`src/rtl/nbody_gravity_accumulate_integrate_core_defines.svh`:
```
// Assertion macros shared by the gravity accumulate and integrate core.
// Used by modules that check their own control sequencing; no other content.
`ifndef NBODY_GRAVITY_ACCUMULATE_INTEGRATE_CORE_DEFINES_SVH
`define NBODY_GRAVITY_ACCUMULATE_INTEGRATE_CORE_DEFINES_SVH

// Check a consequence in the same cycle as its cause.
`define NBGAI_ASSERT_NOW(lbl, clk, rst, ante, cons, msg) \
  lbl: assert property (@(posedge clk) disable iff (rst) (ante) |-> (cons)) \
    else $error(msg);

// Check a consequence in the cycle after its cause.
`define NBGAI_ASSERT_NEXT(lbl, clk, rst, ante, cons, msg) \
  lbl: assert property (@(posedge clk) disable iff (rst) (ante) |=> (cons)) \
    else $error(msg);

`endif

```
`src/rtl/nbgai_pkg.sv`:
```
// Shared types and constants for the gravity accumulate and integrate core.
// No dependencies; every RTL module refers to it by scoped names.
package nbgai_pkg;

  // Depth of the queue between the front pipeline and the back sequencer
  localparam int unsigned QueueDepth = 2;

  // Configuration register indexes and reset values
  localparam int unsigned CfgIdxW = 2;
  localparam logic [CfgIdxW-1:0] CfgGravity   = 2'd0;
  localparam logic [CfgIdxW-1:0] CfgSoftening = 2'd1;
  localparam logic [CfgIdxW-1:0] CfgTimeStep  = 2'd2;
  localparam logic [31:0] GravityReset   = 32'd65536;
  localparam logic [31:0] SofteningReset = 32'd655;
  localparam logic [31:0] TimeStepReset  = 32'd655;

  // Widths of the softened squared distance, scaled mass and acceleration sum
  localparam int unsigned RW   = 50;
  localparam int unsigned QW   = 48;
  localparam int unsigned AccW = 48;

  // Shared chunked multiplier: 32-bit chunks of A times a 33-bit B
  localparam int unsigned MulChunks = 3;
  localparam int unsigned MulAW     = MulChunks * 32;
  localparam int unsigned MulBW     = 33;
  localparam int unsigned MulPW     = MulAW + MulBW;

  // One request as it arrives on the ports
  typedef struct packed {
    logic [2:0][31:0] tgt_pos;
    logic [2:0][31:0] tgt_vel;
    logic [2:0][31:0] src_pos;
    logic [31:0]      src_mass;
    logic             first_source;
    logic             last_source;
  } in_item_t;

  // One classified pair handed from front to back
  typedef struct packed {
    logic [2:0][31:0] tgt_pos;
    logic [2:0][31:0] tgt_vel;
    logic [2:0][31:0] abs_d;
    logic [2:0]       neg_d;
    logic [RW-1:0]    r_sq;
    logic [QW-1:0]    q_pull;
    logic             first_source;
    logic             last_source;
  } pair_t;

  // One integrated target state
  typedef struct packed {
    logic [2:0][31:0] new_pos;
    logic [2:0][31:0] new_vel;
  } result_t;

endpackage

```
`src/rtl/nbgai_queue.sv`:
```
// Short queue of classified pairs between the front and back parts.
// Depends on nbgai_pkg for the pair type.
module nbgai_queue #(
  parameter int unsigned Depth = nbgai_pkg::QueueDepth
) (
  input  logic             clk,
  input  logic             rst,
  input  logic             push,
  output logic             full,
  input  nbgai_pkg::pair_t wdata,
  input  logic             pop,
  output logic             empty,
  output nbgai_pkg::pair_t rdata
);

  localparam int unsigned PtrW = (Depth > 1) ? $clog2(Depth) : 1;
  localparam int unsigned CntW = $clog2(Depth + 1);

  nbgai_pkg::pair_t mem [Depth];
  logic [PtrW-1:0]  wptr;
  logic [PtrW-1:0]  rptr;
  logic [CntW-1:0]  count;
  logic             do_push;
  logic             do_pop;

  assign full    = (count == CntW'(Depth));
  assign empty   = (count == '0);
  assign do_push = push && !full;
  assign do_pop  = pop && !empty;
  assign rdata   = mem[rptr];

  // Store the incoming pair
  always_ff @(posedge clk) begin
    if (do_push) begin
      mem[wptr] <= wdata;
    end
  end

  // Advance pointers and the fill count
  always_ff @(posedge clk) begin
    if (rst) begin
      wptr  <= '0;
      rptr  <= '0;
      count <= '0;
    end else begin
      if (do_push) begin
        wptr <= (wptr == PtrW'(Depth - 1)) ? '0 : wptr + 1'b1;
      end
      if (do_pop) begin
        rptr <= (rptr == PtrW'(Depth - 1)) ? '0 : rptr + 1'b1;
      end
      case ({do_push, do_pop})
        2'b10:   count <= count + 1'b1;
        2'b01:   count <= count - 1'b1;
        default: count <= count;
      endcase
    end
  end

endmodule

```
`config.mk`:
```
export PLATFORM = sky130hd
export DESIGN_NAME = nbgai_queue
export DESIGN_NICKNAME = d
export VERILOG_FILES = /design/src/rtl/nbody_gravity_accumulate_integrate_core_defines.svh /design/src/rtl/nbgai_pkg.sv /design/src/rtl/nbgai_queue.sv
export SDC_FILE = /design/constraint.sdc
export NUM_CORES = 1
export LEC_CHECK = 0
export BUFFER_PORTS_ARGS = -buffer_cell sky130_fd_sc_hd__buf_2
export CORE_AREA = 2 2 309 311
export CTS_CLUSTER_SIZE = 24
export DETAILED_ROUTE_END_ITERATION = 7
export DIE_AREA = 0 0 311 313
export PLACE_DENSITY_LB_ADDON = 0.1
export SLEW_MARGIN = 20
export SYNTH_ARGS = -nofsm -noshare
export SYNTH_HDL_FRONTEND = slang
export SYNTH_SLANG_ARGS = --single-unit
```
`constraint.sdc`:
```
create_clock -name clk -period 14.4 [get_ports clk]
set_input_delay 0.72 -clock clk [delete_from_list [all_inputs] [get_ports clk]]
set_output_delay 0.72 -clock clk [all_outputs]
set_load 0.02 [all_outputs]
```
Word-level counts from Yosys, hierarchy flattened
Memory sizes are Yosys's and may differ from the RTL's. A register that Yosys moved wholly into a read port is not among the register bits.
Index checks and enable logic that the tools add are counted.
{"block": "totals", "n_memories": 1, "output_inout_bits": 393, "romBits": 0, "inputBits": 395, "ramBits": 782, "register_bits": 4, "wordCells": 24, "latch_bits": 0}
{"block": "op_classes", "n_shift": 0, "bitwise": 0, "addsub": 4, "div": 0, "multipliers": 0, "order_cmp": 0, "n_eq_ne": 3, "n_reduce_logical": 6, "n_mux": 7}
{"memory": "mem", "depth": 2, "word_bits": 391, "read_ports": 1, "rd_clocked_by_memory_dff": 1, "write_ports": 1, "line_no": "nbgai_queue.sv:19", "rtl": "nbgai_pkg::pair_t mem [Depth];"}
{"operator": "2-to-1 mux 1 bit", "n": 6}
{"operator": "equality test 2 bit, second input constant", "n": 2}
{"operator": "one-hot mux 2 bit (2 select lines)", "n": 1}
{"operator": "adder 1 bit, second input constant", "n": 2}
{"operator": "adder 2 x 1 -> 2 bit, second input constant", "n": 1}
{"operator": "equality test 2 x 1 -> 1 bit, second input constant", "n": 1}
{"operator": "logical AND 1 bit", "n": 2}
{"operator": "logical NOT 1 bit", "n": 2}
{"operator": "logical NOT 2 bit", "n": 1}
{"operator": "nonzero test 2 bit", "n": 1}
{"operator": "subtractor 2 x 1 -> 2 bit, second input constant", "n": 1}

Longest topological paths before layout
{"block": "depth", "word_depth": 5, "mapped_depth": 6, "depth_no_buf": 6}

Least setup slack after synthesis
No wires, ideal clock.
{"block": "synth_path", "kind": "input-to-reg", "startpoint": "in push", "endpoint": "mem mem[1][0] in the netlist's numbering, enable pin", "path_buffers": 0, "stages": 1, "t_required_ns": 13.593, "arrival_time_ns": 9.643, "setup_time_ns": 0.807, "slack_ns": 3.950, "cell_sequence": "and3_1"}
{"block": "synth_via", "elab_chain_len": 3}
{"element": "from (decl)", "line_no": "nbgai_queue.sv:8", "rtl": "input logic push,"}
{"element": "logical AND 1 bit", "line_no": "nbgai_queue.sv:28", "rtl": "assign do_push = push && !full;"}
{"element": "2-to-1 mux 1 bit", "line_no": "nbgai_queue.sv:34", "rtl": "if (do_push) begin"}
{"element": "2-to-1 mux 1 bit (not written as such)", "line_no": "nbgai_queue.sv:35", "rtl": "mem[wptr] <= wdata;"}
{"element": "to (decl)", "line_no": "nbgai_queue.sv:19"}
No other way between the ends.

==> flow_metrics.tcl <==
set metrics [dict create \
    rows 113 \
    cts_tree "yes" \
    yosys-top-cells-area "edfxtp_1, mux2_2, buf_6" \
    grt_usage 0.153 \
    power_frac_comb 0.271 \
    ys_types 18 \
    status "completed" \
    yosysTopAreaCell "edfxtp_1" \
    syn_area_per_cell_sq_um 23.0 \
    ctsResizeCount 0 \
    overflow 0 \
    num_vias 15100 \
    use_met1 0.145 \
    met3_usage 0.0603 \
    fin_setup_tns_ns 0 \
    tightestPinTransition_ns 1.06 \
    cp.buffers_inverters 4 \
    cp_common_cell "buf_4" \
    slowest_delay_ns 0.87 \
    start_kind "register" \
    fin_nets 2487 \
    start_util 0.304 \
    synthCells 1243 \
    cts_buffers 89 \
    finalSetupViolations 0 \
    core_area_sq_um 94200 \
    leakage_nw 13.4 \
    hold_buffers 0 \
    hold_viol 0 \
    vias_per_cell 4.36 \
    period_needed_ns 5.27 \
    wire_per_inst_um 22.4 \
    register_area_sq_um 23600 \
    place_hpwl_um 54500 \
    slew_violations 0 \
    worstPathCellList "buf_4, buf_4, buf_4, mux2_2, buf_2" \
    multi_input_area_sq_um 4520 \
    relSlewSlack 0.295 \
    ys_ff_latch 787 \
    intPower_mw 4.92 \
    critical_path_class "reg -> out" \
    p_sw_mw 2.19 \
    use_met2 0.282 \
    power_frac_seq 0.421 \
    critPathMaxFanout 68 \
    grt_max_degree 144 \
    clock_sinks 787 \
    syn_area_sq_um 28600 \
    syn_to_final_growth_pct 28.3 \
    drtIter0Drc 864 \
    worstPathArrival_ns 4.55 \
    seq_area_frac_synth 0.825 \
    min_path_type "in -> reg" \
    clock_path_buffers 3 \
    cp.required_ns 13.68 \
    pin_count 788 \
    wirelength_um 77300 \
    rsz0062_at_grt "false" \
    ant_nets 0 \
    synth_nets 1639 \
    ir_drop_uv 105 \
    antenna_found_initial 47 \
    switching_share 0.307 \
    end_kind "output pin" \
    finalPower_mw 7.11 \
    remaining_drc_errors 0 \
    fin_worst_skew_ns 0.0120 \
    drive_gt1_frac 0.610 \
    grt_pass1_vias 16100 \
    grt_pass1_wl_um 108000 \
    slowest_stage "dfxtp_4" \
    portBuffers 787 \
    fp.dieW_um 311 \
    busiest_layer "met2" \
    gp_congestion 0.807 \
    clkTransAtPathRegs_ns 0.06 \
    dr.pass1.iters 4 \
    crit_family "buffers and inverters" \
    clk_latency_ns 0.63 \
    power.density_nw_per_um2 194 \
    clkPwrFrac 0.308 \
    fp.dieArea_sq_um 97300 \
    cap_violations 0 \
    synth_top_area_frac 0.821 \
    h-tree-depth 3 \
    synth_warnings 0 \
    fmax_mhz 190 \
    post-cts-setup-buffers 0 \
    finalCritPeriodShare 0.366 \
    clockRootBuffer "clkbuf_16" \
    fillCellCount 8922 \
    die_h_um 313 \
]
==> power groups by stage <==
stage                     combinational (mW)  clock, mW  sequential (mW)
after global routing                    2.05       2.36             3.02
after global placement                  1.96          0             3.04
final                                   1.92       2.19             3.00
after detailed placement                1.96          0             3.05
after floorplan                         1.35          0             3.12
after CTS                               1.97       2.27             3.00
==> cell usage after synthesis, drive strengths merged <==
cell      n
buf      43
mux2    391
dfxtp     5
a21oi     2
xnor2     2
and3      1
nand2b    1
o21a      1
edfxtp  782
ha        1
inv       3
clkbuf    1
or3       2
nor2      4
o21ai     2
xor2      1
nand2     1
==> placed cells by master, fill, tap and decap left out, types with 5 or more instances in the layout <==
cell	count
buf_2	787
edfxtp_1	782
mux2_2	391
clkbuf_16	91
diode_2	28
clkinv_1	21
clkbuf_1	18
clkinv_2	12
bufinv_16	9
buf_4	9
inv_6	5
==> flip-flops by register name, indices dropped and copies added (netlist names), named ones only <==
signal / count
mem: 782
count: 2
rptr: 1
wptr: 1
==> area by class of cell <==
type / instances / area share
timing repair buffer: 801 / 0.111
clock inverter: 50 / 0.0130
tap: 1265 / 0.0431
antenna: 28 / 0.00191
clock buffer: 109 / 0.0639
inverter: 3 / 0.000512
multi-input combinational: 409 / 0.123
sequential: 787 / 0.643
==> cells by family after synthesis <==
kind of cell / synth area share
AND/OR/NAND/NOR: 0.00162
adder cells (fa/ha/maj): 0.000437
multiplexers: 0.154
flip-flops: 0.825
AO/OA/AOI/OAI: 0.000963
XOR/XNOR: 0.000919
buffers and inverters: 0.0175
==> path summary, 6_finish.rpt <==
kind	startpoint	endpoint	slack [ns]	cells after the start
min	wdata[384]	mem[0][384]	0.27	1
min reg2reg	wptr	wptr	0.49	2
max	register	rdata[304]	9.13	5
max reg2reg	count[0]	mem[1][289]	10.09	5
==> metal layers <==
layer / vias up / share of wire
met5: - / 0.0021
met3: 191 / 0.085
met2: 584 / 0.54
met1: 7533 / 0.33
met4: 28 / 0.043
li1: 6728 / -
==> per-stage QoR <==
step | hold WS [ns] | setup slack, ns | instances | instance area, sq um | utilization
6_report | 0.268 | 9.13 | 3452 | 36700 | 0.390
5_1_grt | 0.222 | 8.77 | 3446 | 36700 | 0.389
4_1_cts | 0.197 | 8.96 | 3423 | 36600 | 0.388
3_5_place_dp | 0.481 | 9.42 | 3264 | 33800 | 0.359
3_3_place_gp | 0.477 | 9.50 | 3264 | 33800 | 0.359
2_1_floorplan | 0.452 | 3.95 | 1243 | 28600 | -
Power figures use the tool's default switching activity.
